File: src/sv/sdsr_pkg.sv
// Shared types and constants for the short-name directory search block.
`default_nettype none
package sdsr_pkg;

    // Name geometry
    localparam int unsigned NAME_LEN = 11;
    localparam int unsigned POS_W    = 4;
    localparam logic [3:0]  EXT_POS  = 4'd8;
    localparam logic [3:0]  LAST_POS = 4'd11;

    // Characters and masks
    localparam logic [7:0] SPACE     = 8'h20;
    localparam logic [7:0] DOT       = 8'h2E;
    localparam logic [7:0] SKIP_MASK = 8'h18;

    // Register reset
    localparam logic [15:0] MAX_ENTRIES_RST = 16'd224;

    // Request codes
    localparam logic [1:0] REQ_BEGIN = 2'd0;
    localparam logic [1:0] REQ_CHAR  = 2'd1;
    localparam logic [1:0] REQ_ENTRY = 2'd2;

    // Result codes
    localparam logic [2:0] ST_NONE     = 3'd0;
    localparam logic [2:0] ST_FOUND    = 3'd1;
    localparam logic [2:0] ST_NOTFOUND = 3'd2;
    localparam logic [2:0] ST_TOOLONG  = 3'd3;
    localparam logic [2:0] ST_FINISHED = 3'd4;

    // Search state and entry flags handed to the merge stage
    typedef struct packed {
        logic done;
        logic too_long;
        logic limit_hit;
        logic head_zero;
        logic skip;
    } t_merge_ctl;

endpackage
`default_nettype wire

File: src/sv/sdsr_lane.sv
// One byte lane: holds one pattern byte and compares it with one entry name byte.
`default_nettype none
module sdsr_lane (
    input  wire logic       i_clk,
    input  wire logic       i_rst_n,
    input  wire logic       i_clr,
    input  wire logic       i_wr,
    input  wire logic [7:0] i_wr_data,
    input  wire logic [7:0] i_entry_byte,
    output logic            o_eq
);

    logic [7:0] r_pat;

    // Pattern byte: spaces after reset or begin, written by a stored character
    always_ff @(posedge i_clk) begin
        if (!i_rst_n || i_clr) begin
            r_pat <= sdsr_pkg::SPACE;
        end else if (i_wr) begin
            r_pat <= i_wr_data;
        end
    end

    assign o_eq = (i_entry_byte == r_pat);

endmodule
`default_nettype wire

File: src/sv/sdsr_merge.sv
// Merge stage: folds the lane compares and entry flags into one status code.
`default_nettype none
module sdsr_merge (
    input  wire logic [sdsr_pkg::NAME_LEN-1:0] i_lane_eq,
    input  wire sdsr_pkg::t_merge_ctl          i_ctl,
    output logic [2:0]                         o_status
);

    logic w_all_eq;

    assign w_all_eq = &i_lane_eq;

    // Priority: finished, too long, end of directory, match, keep going
    always_comb begin
        if (i_ctl.done) begin
            o_status = sdsr_pkg::ST_FINISHED;
        end else if (i_ctl.too_long) begin
            o_status = sdsr_pkg::ST_TOOLONG;
        end else if (i_ctl.limit_hit || i_ctl.head_zero) begin
            o_status = sdsr_pkg::ST_NOTFOUND;
        end else if (!i_ctl.skip && w_all_eq) begin
            o_status = sdsr_pkg::ST_FOUND;
        end else begin
            o_status = sdsr_pkg::ST_NONE;
        end
    end

endmodule
`default_nettype wire

File: src/sv/short_name_directory_search.sv
// Top level: 8.3 short-name directory search with eleven compare lanes.
// A result appears on o_valid in the cycle after its entry beat is accepted.
// Throughput: one beat per cycle while o_stall is low; all eleven name bytes are compared in parallel.
// Begin and character beats give no result.
// Reset (i_rst_n low, synchronous): pattern to spaces, search state cleared,
// max_entries to 224, output register empty.
`default_nettype none
module short_name_directory_search (
    input  wire logic        i_clk,
    input  wire logic        i_rst_n,
    // input beats
    input  wire logic        i_valid,
    output logic             o_stall,
    input  wire logic [1:0]  i_req_type,
    input  wire logic [7:0]  i_name_char,
    input  wire logic [63:0] i_entry_name_head,
    input  wire logic [23:0] i_entry_name_tail,
    input  wire logic [7:0]  i_entry_type,
    // result beats
    output logic             o_valid,
    input  wire logic        i_stall,
    output logic [2:0]       o_status,
    output logic [15:0]      o_entry_index,
    // configuration
    input  wire logic        i_cfg_valid,
    output logic             o_cfg_ready,
    input  wire logic [15:0] i_cfg_max_entries
);

    localparam int unsigned NL = sdsr_pkg::NAME_LEN;

    logic [15:0]                  r_max_entries;
    logic [sdsr_pkg::POS_W-1:0]   r_name_pos;
    logic                         r_too_long;
    logic [15:0]                  r_entry_count;
    logic                         r_done;
    logic                         r_out_valid;
    logic [2:0]                   r_out_status;
    logic [15:0]                  r_out_index;

    logic                         w_acc;
    logic                         w_begin;
    logic                         w_char;
    logic                         w_entry;
    logic                         w_char_live;
    logic                         w_char_over;
    logic                         w_char_dot;
    logic                         w_char_store;
    logic [7:0]                   w_char_up;
    logic [NL-1:0]                w_lane_wr;
    logic [NL-1:0]                w_lane_eq;
    logic [7:0]                   w_entry_byte [NL];
    sdsr_pkg::t_merge_ctl         w_ctl;
    logic [2:0]                   w_status;

    // Handshakes
    assign o_stall     = r_out_valid && i_stall;
    assign w_acc       = i_valid && !o_stall;
    assign w_begin     = w_acc && (i_req_type == sdsr_pkg::REQ_BEGIN);
    assign w_char      = w_acc && (i_req_type == sdsr_pkg::REQ_CHAR);
    assign w_entry     = w_acc && (i_req_type == sdsr_pkg::REQ_ENTRY);
    assign o_cfg_ready = 1'b1;

    // Character decode: ignore (NUL or too long), overflow, extension dot, or store upper-cased
    assign w_char_live  = w_char && (i_name_char != 8'd0) && !r_too_long;
    assign w_char_over  = w_char_live && (r_name_pos >= sdsr_pkg::LAST_POS);
    assign w_char_dot   = w_char_live && !w_char_over && (i_name_char == sdsr_pkg::DOT)
                          && (r_name_pos <= sdsr_pkg::EXT_POS);
    assign w_char_store = w_char_live && !w_char_over && !w_char_dot;
    assign w_char_up    = (i_name_char inside {[8'h61:8'h7A]})
                          ? (i_name_char - sdsr_pkg::SPACE) : i_name_char;

    // Byte lanes
    for (genvar k = 0; k < NL; k++) begin : g_lane
        if (k < 8) begin : g_head
            assign w_entry_byte[k] = i_entry_name_head[8*k +: 8];
        end else begin : g_tail
            assign w_entry_byte[k] = i_entry_name_tail[8*(k-8) +: 8];
        end
        assign w_lane_wr[k] = w_char_store && (r_name_pos == sdsr_pkg::POS_W'(k));

        sdsr_lane u_lane (
            .i_clk        (i_clk),
            .i_rst_n      (i_rst_n),
            .i_clr        (w_begin),
            .i_wr         (w_lane_wr[k]),
            .i_wr_data    (w_char_up),
            .i_entry_byte (w_entry_byte[k]),
            .o_eq         (w_lane_eq[k])
        );
    end

    // Merge of lane results with search state
    assign w_ctl.done      = r_done;
    assign w_ctl.too_long  = r_too_long;
    assign w_ctl.limit_hit = (r_entry_count >= r_max_entries);
    assign w_ctl.head_zero = (i_entry_name_head[7:0] == 8'd0);
    assign w_ctl.skip      = ((i_entry_type & sdsr_pkg::SKIP_MASK) != 8'd0);

    sdsr_merge u_merge (
        .i_lane_eq (w_lane_eq),
        .i_ctl     (w_ctl),
        .o_status  (w_status)
    );

    // Configuration register
    always_ff @(posedge i_clk) begin
        if (!i_rst_n) begin
            r_max_entries <= sdsr_pkg::MAX_ENTRIES_RST;
        end else if (i_cfg_valid && o_cfg_ready) begin
            r_max_entries <= i_cfg_max_entries;
        end
    end

    // Search state
    always_ff @(posedge i_clk) begin
        if (!i_rst_n || w_begin) begin
            r_name_pos    <= '0;
            r_too_long    <= 1'b0;
            r_entry_count <= '0;
            r_done        <= 1'b0;
        end else begin
            if (w_char_over) begin
                r_too_long <= 1'b1;
            end
            if (w_char_dot) begin
                r_name_pos <= sdsr_pkg::EXT_POS;
            end else if (w_char_store) begin
                r_name_pos <= r_name_pos + 1'b1;
            end
            if (w_entry) begin
                if (w_status == sdsr_pkg::ST_NONE) begin
                    r_entry_count <= r_entry_count + 1'b1;
                end else begin
                    r_done <= 1'b1;
                end
            end
        end
    end

    // Output register
    always_ff @(posedge i_clk) begin
        if (!i_rst_n) begin
            r_out_valid <= 1'b0;
        end else if (w_entry) begin
            r_out_valid <= 1'b1;
        end else if (!i_stall) begin
            r_out_valid <= 1'b0;
        end
    end

    always_ff @(posedge i_clk) begin
        if (w_entry) begin
            r_out_status <= w_status;
            r_out_index  <= r_entry_count;
        end
    end

    assign o_valid       = r_out_valid;
    assign o_status      = r_out_status;
    assign o_entry_index = r_out_index;

`ifndef SYNTH
    // Write position never passes the end of the name
    a_pos_range: assert property (@(posedge i_clk) disable iff (!i_rst_n)
        r_name_pos <= sdsr_pkg::LAST_POS)
        else $error("name position out of range");

    // Too long is only flagged with a full pattern
    a_too_long_full: assert property (@(posedge i_clk) disable iff (!i_rst_n)
        r_too_long |-> (r_name_pos == sdsr_pkg::LAST_POS))
        else $error("too long without full pattern");

    // Every accepted entry beat shows up as a result next cycle
    a_entry_result: assert property (@(posedge i_clk) disable iff (!i_rst_n)
        w_entry |=> o_valid)
        else $error("entry beat lost");

    // A final status ends the search
    a_final_done: assert property (@(posedge i_clk) disable iff (!i_rst_n)
        (w_entry && (w_status != sdsr_pkg::ST_NONE)) |=> r_done)
        else $error("search not finished after final status");

    // Once finished, the entry count does not move until a begin
    a_count_hold: assert property (@(posedge i_clk) disable iff (!i_rst_n)
        (r_done && !w_begin) |=> $stable(r_entry_count))
        else $error("entry count moved after finish");
`endif

endmodule
`default_nettype wire

File: config.mk
export PLATFORM = sky130hd
export DESIGN_NAME = short_name_directory_search
export DESIGN_NICKNAME = d
export VERILOG_FILES = /design/src/sv/sdsr_pkg.sv /design/src/sv/sdsr_lane.sv /design/src/sv/sdsr_merge.sv /design/src/sv/short_name_directory_search.sv
export SDC_FILE = /design/constraint.sdc
export NUM_CORES = 1
export LEC_CHECK = 0
export BUFFER_PORTS_ARGS = -buffer_cell sky130_fd_sc_hd__buf_2
export CORE_MARGIN = 1
export CORE_UTILIZATION = 40
export DETAILED_ROUTE_END_ITERATION = 8
export SETUP_SLACK_MARGIN = 0.02
export SLEW_MARGIN = 10
export SYNTH_ARGS = -nofsm -noshare
export SYNTH_HDL_FRONTEND = slang
export SYNTH_SLANG_ARGS = --single-unit
export TNS_END_PERCENT = 5
File: constraint.sdc
create_clock -name i_clk -period 3.5 [get_ports i_clk]
set_input_delay 1.05 -clock i_clk [delete_from_list [all_inputs] [get_ports i_clk]]
set_output_delay 1.05 -clock i_clk [all_outputs]
set_load 0.02 [all_outputs]
==> flow_summary_export.csv, run 1 <==
group,metric,value,unit
synthesis,synth_top_family_by_area,"simple AND/OR/NAND/NOR gates",
finish,nFillCells,1763,
clock_tree,htreeDepth,4,
sta,fin_crit_sh,0.847,
sta,setup_tns,0,ns
synthesis,ys_ff_latch,146,
global_route,grt_pass1_wl,33300,um
power_and_ir_drop,total_power,4.04,mW
clock_tree,clk-insertion-delay-late,0.43,ns
floorplanning,die_w,137,um
synthesis,synthAdderAreaFrac,0.0377,
floorplanning,core,0.0179,mm^2
synthesis,synth.mux.area_fraction,0.0548,
route,top_layer,"met4",
synthesis,syn_area_per_cell,8.97,um^2
clock_tree,root_buffer,"clkbuf_16",
critical_path,r2r_cells,9,
hold_path,hold_class,"reg -> reg",
finish,diodes,0,
route,drc_errors,0,
synthesis,synth_ff_type,"dfxtp_1",
clock_tree,clk_pin_slew,0.06,ns
global_route,gr-total-overflow,0,
clock_tree,tritoncts,"yes",
clock_tree,cts_resized,0,
sta,relSlewSlack,0.492,
synthesis,synth_xor_area_frac,0.0683,
global_route,grt_usage,0.241,
clock_tree,cts.path.max_buffers,2,
route,detail_route.wl_per_cell,18.2,um
synthesis,yosysSeqAreaShare,0.426,
place,dp_slack,0.144,ns
route,wl_met1,9450,um
floorplanning,start_util,0.408,
global_route,antenna_found_initial,0,
finish,fin_util,0.501,
clock_tree,cts.sinks,146,
sta,hold_violations,0,
power_and_ir_drop,peakVddDrop,0.334,mV
clock_tree,holdBufCountCts,0,
finish,drive_gt1_frac,0.249,
synthesis,synth_top_area_frac,0.348,
global_route,grt_pass1_vias,5932,
sta,max_clock_freq,337,MHz
floorplanning,rows,49,
synthesis,netlist_top_cells_area,"dfxtp_1 (35%), edfxtp_1 (7.8%), xnor2_1 (6.5%)",
synthesis,yosys.area_share.simple,0.210,
synthesis,yosysTopAreaCell,"dfxtp_1",
sta,whs,0.455,ns
route,dr.first_iter.drc_count,380,
sta,rsz0062_at_grt,"no",
synthesis,synthDistinctLibCells,72,
synthesis,synth_area,0.00731,mm^2
power_and_ir_drop,powerDensity,451,mW/mm^2
place,hpwl,15700,um
route,routed_wl,21700,um
synthesis,synth_compound_area_frac,0.144,
synthesis,synth_nets,964,
critical_path,start_kind,"input port",
sta,worst-slew-pin-transition,0.762,ns
synthesis,syn_inst,815,
critical_path,end_kind,"flop",
flow_run,maxCapViolCount,0,
route,vias,6434,
finish,nets,1101,
sta,clock_skew,0.00824,ns
route,vias_per_cell,5.39,
finish,area_growth_syn_to_layout,22.7,%
route,antenna_left,0,
critical_path,arrival,3.24,ns
place,gp_congestion,0.897,
floorplanning,die-area,0.0188,mm^2
synthesis,async_flop_share,0,
finish,final_cells,1194,
place,portBuffers,141,
synthesis,ys.warnings.count,0,
floorplanning,die_h,137,um
synthesis,synth_edf_count,19,
sta,setup_viol,0,
sta,fin_ws,0.534,ns
sta,slew_viol_final,0,
status,outcome,"completed",
place,dp.cells,1162,
route,wl_met3,1280,um
synthesis,yosysMostFrequentCell,"dfxtp_1",
critical_path,worstPathMaxFanout,8,
synthesis,netlist_top_cells_count,"dfxtp_1 (127), nand2_1 (102), a21oi_1 (72)",
global_route,grt_max_degree,34,
sta,period_needed,2.97,ns
route,wl_met2,10300,um
critical_path,crit_type,"in -> reg",
hold_path,min_path_cells,2,
route,drtPass1Iterations,8,
critical_path,required,3.78,ns
floorplanning,ios,149,
clock_tree,cts_post_setup_buffers_inserted,0,
place,placed_area,0.00833,mm^2
clock_tree,numCtsBuffers,17,
power_and_ir_drop,p_leak,3.49,nW
finish,final_cell_area,0.00897,mm^2
-- logic make-up (layout without fill, tap and decap cells) --
group / count (synthesis) / count (layout)
and+or+nand+nor: 297 / 297
AOI/OAI and AO/OA: 154 / 154
DFF: 146 / 146
buffers and inverters: 98 / 248
xor gates and xnor gates: 57 / 57
muxes: 40 / 40
adders and majority gates: 22 / 22
other: 1 / 1
-- layout make-up --
cell class	count	area (um^2)	area share
repair buffers	164	953	0.106
clock inverters	14	198	0.0220
clock buffers	18	439	0.0490
well taps	229	287	0.0319
multi-input cells	571	3780	0.422
flip-flops and latches	146	3110	0.347
inverters	52	195	0.0218
-- worst max-delay path: stages --
cell	delay (ns)
buf_2	0.10
or2_0	0.27
or4_1	0.49
o2111ai_2	0.42
nor3_2	0.17
and3b_1	0.43
mux2i_1	0.23
nand2_1	0.07
-- path summary, 6_finish.rpt --
kind / start / slack [ns] / to
hold / removal: g_lane[8].u_lane.r_pat[2] / 0.45 / g_lane[8].u_lane.r_pat[2]
setup reg to reg: r_name_pos[0] / 0.71 / g_lane[1].u_lane.r_pat[5]
hold reg to reg: g_lane[8].u_lane.r_pat[2] / 0.45 / g_lane[8].u_lane.r_pat[2]
setup / recovery: i_name_char[0] / 0.53 / g_lane[1].u_lane.r_pat[5]
-- power by group --
part           internal [mW]  switching, mW  leakage (nW)  total, mW
Sequential              1.71         0.0103          1.22       1.72
Clock                   1.22          0.759         0.310       1.98
Combinational          0.141          0.197          1.96      0.338
-- placed cells by master, fill, tap and decap left out, types with 18 or more instances in the layout --
| master | Yosys | routed |
|---|---|---|
| a21oi_1 | 72 | 72 |
| buf_2 | 9 | 141 |
| dfxtp_1 | 127 | 127 |
| edfxtp_1 | 19 | 19 |
| ha_1 | 22 | 22 |
| inv_1 | 52 | 52 |
| mux2i_1 | 40 | 40 |
| nand2_1 | 102 | 102 |
| nand3_1 | 40 | 40 |
| nand4_1 | 21 | 21 |
| nor2_1 | 37 | 37 |
| nor2b_1 | 18 | 18 |
| xnor2_1 | 54 | 54 |
-- routing by layer --
layer,up-vias,track usage
met5,-,0
met2,242,0.399
li1,3142,-
met1,3006,0.305
met3,44,0.0463
met4,0,0.103
-- state kept, by name, summed over array words and instances (netlist names) --
name,cells
o_valid,1
r_max_entries,16
r_name_pos,4
o_status,3
o_entry_index,16
r_entry_count,16
g_lane.u_lane.r_pat,88
r_too_long,1
r_done,1
(Power assumes the default switching activity.)
==> inputs of run 2 (changes only) <==
==> constraint.sdc (replaced) <==
create_clock -name i_clk -period 2.58 [get_ports i_clk]
set_input_delay 0.774 -clock i_clk [delete_from_list [all_inputs] [get_ports i_clk]]
set_output_delay 0.774 -clock i_clk [all_outputs]
set_load 0.02 [all_outputs]
==> run 2 against run 1 <==
Against the previous run:
- clock power is 22% higher
- sequential power is 36% higher
- highest routed layer unchanged
- final cell count is 5.0% higher
- first-iteration DRC count is 7.6% lower
- largest cell class unchanged
- die area stayed put
- setup slack worse by 0.49 ns
- power is 30% higher
- hold slack better by 0.0045 ns
==> flow_summary_export.csv, run 2 (synthesized netlist as in run 1, its figures left out) <==
group,metric,value,unit
route,vias,6548,
sta,fin_ws,0.0420,ns
route,antenna_left,0,
clock_tree,root_buffer,"clkbuf_16",
clock_tree,cts.sinks,146,
critical_path,timing.rr.end,"r_entry_count[6]",
route,drtPass1Iterations,5,
power_and_ir_drop,peakVddDrop,0.530,mV
finish,fin_util,0.534,
finish,largest_reg_flops,88,
power_and_ir_drop,powerDensity,548,mW/mm^2
status,outcome,"completed",
place,hpwl,16400,um
global_route,grt_usage,0.242,
critical_path,r2r-start,"r_max_entries[6]",
sta,slew_viol_final,0,
floorplanning,ios,149,
place,dp_slack,-0.633,ns
global_route,antenna_found_initial,0,
sta,clock_skew,0.0115,ns
clock_tree,tritoncts,"yes",
critical_path,cp_top_family,"compound AO/OA/AOI/OAI gates",
clock_tree,numCtsBuffers,17,
sta,hold_violations,0,
flow_run,maxCapViolCount,0,
sta,rsz0062_at_grt,"yes",
finish,diodes,0,
power_and_ir_drop,total_power,5.24,mW
critical_path,required,2.90,ns
place,placed_area,0.00885,mm^2
sta,setup_viol,0,
hold_path,min_path_cells,2,
route,detail_route.wl_per_cell,17.6,um
critical_path,reg2reg_slack,0.04,ns
finish,drive_gt1_frac,0.306,
critical_path,crit_type,"reg -> reg",
finish,nets,1161,
clock_tree,holdBufCountCts,0,
route,drc_errors,0,
clock_tree,htreeDepth,4,
critical_path,crit_path_frequent_cell,"buf_4",
floorplanning,die-area,0.0188,mm^2
hold_path,min_to,"g_lane[9].u_lane.r_pat[7]",
clock_tree,clk-insertion-delay-late,0.43,ns
hold_path,hold_class,"reg -> reg",
finish,final_cell_area,0.00956,mm^2
global_route,grt_pass1_wl,33400,um
critical_path,path_depth,12,
sta,max_clock_freq,394,MHz
power_and_ir_drop,p_leak,3.81,nW
critical_path,end_kind,"flop",
critical_path,r2r_cells,12,
clock_tree,cts.path.max_buffers,2,
route,vias_per_cell,5.22,
global_route,gr-total-overflow,0,
clock_tree,clk_pin_slew,0.06,ns
critical_path,max_stage_delay,0.31,ns
global_route,grt_pass1_vias,6162,
sta,fin_crit_sh,0.984,
route,dr.first_iter.drc_count,351,
hold_path,hold_start,"g_lane[9].u_lane.r_pat[7]",
critical_path,worstPathMaxFanout,10,
critical_path,crit_slowest_cell,"dfxtp_1",
place,gp_congestion,0.873,
sta,whs,0.459,ns
critical_path,start_kind,"flop",
sta,worst-slew-pin-transition,0.667,ns
finish,area_growth_syn_to_layout,30.8,%
critical_path,arrival,2.86,ns
finish,layout_commonest_cell,"buf_2",
place,portBuffers,141,
floorplanning,die_w,137,um
route,routed_wl,22100,um
floorplanning,core,0.0179,mm^2
sta,period_needed,2.54,ns
sta,relSlewSlack,0.553,
floorplanning,start_util,0.408,
floorplanning,rows,49,
finish,regMostFlops,"g_lane.u_lane.r_pat",
global_route,grt_max_degree,49,
critical_path,crit_chain,"inv_1 -> ha_1 -> a21o_1 -> a21oi_1 -> a21boi_1 -> nor3_2 -> nand3_2 -> buf_4 -> clkbuf_16 -> buf_4 -> o31a_1 -> o21a_1",
floorplanning,die_h,137,um
finish,final_cell_mix,"buf_2 (141), dfxtp_1 (127), nand2_1 (102)",
finish,nFillCells,1687,
critical_path,worst-path-buf-inv,4,
-- run 2: cell types whose count changed in the layout (fill, tap and decap cells not counted), moves of 2 or more --
| cell | previous run | this run |
|---|---|---|
| bufinv_16 | 4 | 0 |
| clkinv_4 | 2 | 6 |
| a21oi_2 | 8 | 12 |
| inv_6 | 5 | 2 |
| clkinvlp_4 | 1 | 4 |
| buf_12 | 6 | 12 |
| buf_4 | 17 | 69 |
| clkbuf_16 | 17 | 20 |
| a21oi_1 | 72 | 68 |
| nor4_1 | 11 | 9 |
-- run 2: worst max path at each step --
stage	from	end	slack [ns]
after floorplan	i_entry_name_head[19]	r_entry_count[1]	-0.02
after global placement	i_name_char[0]	g_lane[5].u_lane.r_pat[5]	-0.59
after detailed placement	i_name_char[4]	g_lane[5].u_lane.r_pat[5]	-0.63
after CTS	i_entry_name_head[19]	r_entry_count[6]	0.02
after global routing	r_max_entries[6]	r_entry_count[12]	-0.04
final	r_max_entries[6]	r_entry_count[6]	0.04
-- run 2: metal layers --
layer	part of all wire	global-route usage	wire, um
met2	0.50	0.422	11000
met5	0	0	0
met1	0.42	0.295	9360
met4	0.026	0.0940	566
met3	0.056	0.0411	1230
-- run 2: what timing repair did --
action | CTS | global route
pin swaps | 1 | 4
endpoints found under the setup margin | 55 | 35
gates resized for setup | 6 | 12
buffers inserted | 0 | 1
gates cloned | 0 | 1
-- run 2: cell type report --
class                      instances  area [um^2]  share of cell area
clock inverter                    12         96.3              0.0101
timing repair buffer             224         1500               0.157
clock buffer                      20          489              0.0512
tap                              229          287              0.0300
multi-input combinational        571         3870               0.405
inverter                          52          199              0.0208
sequential                       146         3110               0.326
-- run 2: worst register-to-register path, delay by kind of cell, from the launching register on --
family | cells | cell delay [ns]
compound gates | 5 | 0.94
fa+ha+maj | 1 | 0.30
buf+inv | 4 | 0.53
flops | 1 | 0.31
simple gates | 2 | 0.34
-- run 2: per-stage QoR --
| stage | setup TNS, ns | instances |
|---|---|---|
| after floorplan | -0.140 | 815 |
| after global placement | -41.00 | 1220 |
| after detailed placement | -44.44 | 1220 |
| after CTS | 0 | 1252 |
| after global routing | -0.225 | 1254 |
| final | 0 | 1254 |
-- run 2: power breakdown --
| part | switching (mW) | total (mW) | leakage (nW) | internal [mW] |
|---|---|---|---|---|
| clock | 1.02 | 2.41 | 0.277 | 1.38 |
| combinational | 0.278 | 0.495 | 2.31 | 0.217 |
| sequential | 0.0119 | 2.34 | 1.22 | 2.32 |
==> inputs of run 3 (changes only) <==
--- a/config.mk
+++ b/config.mk
@@ -7,9 +7,8 @@
 export LEC_CHECK = 0
 export BUFFER_PORTS_ARGS = -buffer_cell sky130_fd_sc_hd__buf_2
 export CORE_MARGIN = 1
-export CORE_UTILIZATION = 40
+export CORE_UTILIZATION = 30
 export DETAILED_ROUTE_END_ITERATION = 8
-export SETUP_SLACK_MARGIN = 0.02
 export SLEW_MARGIN = 10
 export SYNTH_ARGS = -nofsm -noshare
 export SYNTH_HDL_FRONTEND = slang
==> run 3 against run 2 <==
Against the previous run:
- wire length up 4.7%
- hold slack worse by 0.0024 ns
- combinational power is 1% higher
- non-clock buffer count grew 10
- register-to-register slack better by 0.04 ns
- sequential share of layout area is 0.46 points lower
- core utilization fell by 12 points
- first-iteration DRC count rose by 1.4%
- count of clock-buffer cells in the layout decreased by 3
- fmax about the same
- flip-flop and latch count unchanged
- largest cell class unchanged
==> flow_summary_export.csv, run 3 (synthesized netlist as in run 1, its figures left out) <==
group,metric,value,unit
status,outcome,"completed",
finish,regArea,0.00312,mm^2
sta,setup_viol,0,
clock_tree,numCtsBuffers,17,
place,portBuffers,141,
route,routed_wl,23100,um
power_and_ir_drop,p_leak,3.85,nW
clock_tree,htreeDepth,4,
sta,fin_crit_sh,0.984,
critical_path,arrival,2.87,ns
sta,hold_violations,0,
sta,relSlewSlack,0.498,
critical_path,worstPathMaxFanout,24,
global_route,grt_usage,0.191,
finish,drive_gt1_frac,0.321,
place,hpwl,17500,um
critical_path,r2r_cells,9,
route,dr.first_iter.drc_count,356,
hold_path,hold_class,"reg -> reg",
critical_path,start_kind,"input port",
finish,final_cells,1355,
finish,regMostFlops,"g_lane.u_lane.r_pat",
sta,period_needed,2.54,ns
route,detail_route.wl_per_cell,17.1,um
place,dp_slack,-0.523,ns
clock_tree,clk_pin_slew,0.07,ns
floorplanning,die_h,158,um
finish,fin_util,0.410,
critical_path,crit_type,"in -> reg",
route,vias_per_cell,4.89,
hold_path,min_path_cells,2,
route,antenna_left,0,
global_route,grt_max_degree,49,
clock_tree,tritoncts,"yes",
floorplanning,die-area,0.0250,mm^2
sta,fin_ws,0.0409,ns
route,drtPass1Iterations,6,
finish,final_cell_mix,"buf_2 (142), dfxtp_1 (123), nand2_1 (102)",
sta,slew_viol_final,0,
clock_tree,root_buffer,"clkbuf_16",
sta,clock_skew,0.0115,ns
critical_path,required,2.91,ns
floorplanning,rows,56,
global_route,grt_pass1_wl,35000,um
finish,area_growth_syn_to_layout,32.9,%
clock_tree,clk-insertion-delay-late,0.44,ns
place,gp_congestion,0.932,
power_and_ir_drop,powerDensity,553,mW/mm^2
route,vias,6629,
power_and_ir_drop,peakVddDrop,0.370,mV
finish,largest_reg_flops,88,
clock_tree,cts.path.max_buffers,2,
critical_path,end_kind,"flop",
finish,multiInputGateArea,0.00392,mm^2
finish,nFillCells,2411,
clock_tree,cts.sinks,146,
global_route,antenna_found_initial,0,
sta,rsz0062_at_grt,"yes",
global_route,gr-total-overflow,0,
sta,max_clock_freq,394,MHz
floorplanning,start_util,0.309,
route,drc_errors,0,
sta,worst-slew-pin-transition,0.747,ns
flow_run,maxCapViolCount,0,
power_and_ir_drop,total_power,5.37,mW
global_route,grt_pass1_vias,6373,
place,dp.cells,1316,
floorplanning,core,0.0237,mm^2
floorplanning,ios,149,
clock_tree,holdBufCountCts,0,
finish,layout_commonest_cell,"buf_2",
floorplanning,die_w,158,um
finish,nets,1171,
==> run 3: cell count changes in the layout (fill, tap and decap cells not counted), moves of 3 or more <==
cell	change
inv_6	+5
clkbuf_16	-3
ha_4	+3
ha_1	-3
dfxtp_1	-4
buf_12	-6
dfxtp_2	+4
clkinvlp_4	-3
clkinv_4	-5
buf_4	+15
==> run 3: metrics by stage <==
step	setup TNS (ns)	instance area (um^2)	hold slack (ns)
after floorplan	-0.140	7310	0.432
after global placement	-36.94	8930	0.439
after detailed placement	-40.87	8930	0.448
after CTS	0	9550	0.456
after global routing	-0.702	9710	0.468
final	0	9710	0.457
==> run 3: path summary, 6_finish.rpt <==
kind,startpoint,end,slack [ns]
max reg2reg,r_max_entries[15],r_entry_count[7],0.08
min,g_lane[9].u_lane.r_pat[7],g_lane[9].u_lane.r_pat[7],0.46
min reg2reg,g_lane[9].u_lane.r_pat[7],g_lane[9].u_lane.r_pat[7],0.46
max,i_entry_name_head[19],r_entry_count[6],0.04
==> run 3: worst max-delay path, cell delays in order <==
cell and delay (ns):
buf_2 0.10, xor2_1 0.13, or4_1 0.52, nor4_2 0.30
nand4_1 0.20, buf_4 0.20, o31ai_4 0.20, buf_12 0.20
nor4_1 0.07, o21a_1 0.17
==> run 3: timing repair <==
item	4_1_cts	5_1_grt
resized for setup	4	24
endpoints found under the setup margin	55	54
buffers inserted	0	5
cloned	0	1
pin swaps	0	19
endpoints found under the hold margin	0	0
==> run 3: report_power, final <==
group / leakage (nW) / internal, mW / switching, mW
combinational: 2.33 / 0.220 / 0.281
sequential: 1.23 / 2.32 / 0.0128
clock: 0.294 / 1.38 / 1.15
total: 3.85 / 3.92 / 1.45
==> run 3: cell type report <==
| cell class | count | share of cell area |
|---|---|---|
| clock inverters | 15 | 0.0171 |
| diodes | 1 | 0.000258 |
| multi-input cells | 571 | 0.403 |
| repair buffers | 234 | 0.153 |
| well taps | 319 | 0.0411 |
| flip-flops and latches | 146 | 0.321 |
| clock buffers | 17 | 0.0438 |
| inverters | 52 | 0.0205 |
==> run 3: per-layer routing <==
metal	track usage	wire length (um)
met1	0.241	10500
met2	0.323	11100
met3	0.0364	1110
met4	0.0655	492
met5	0	0
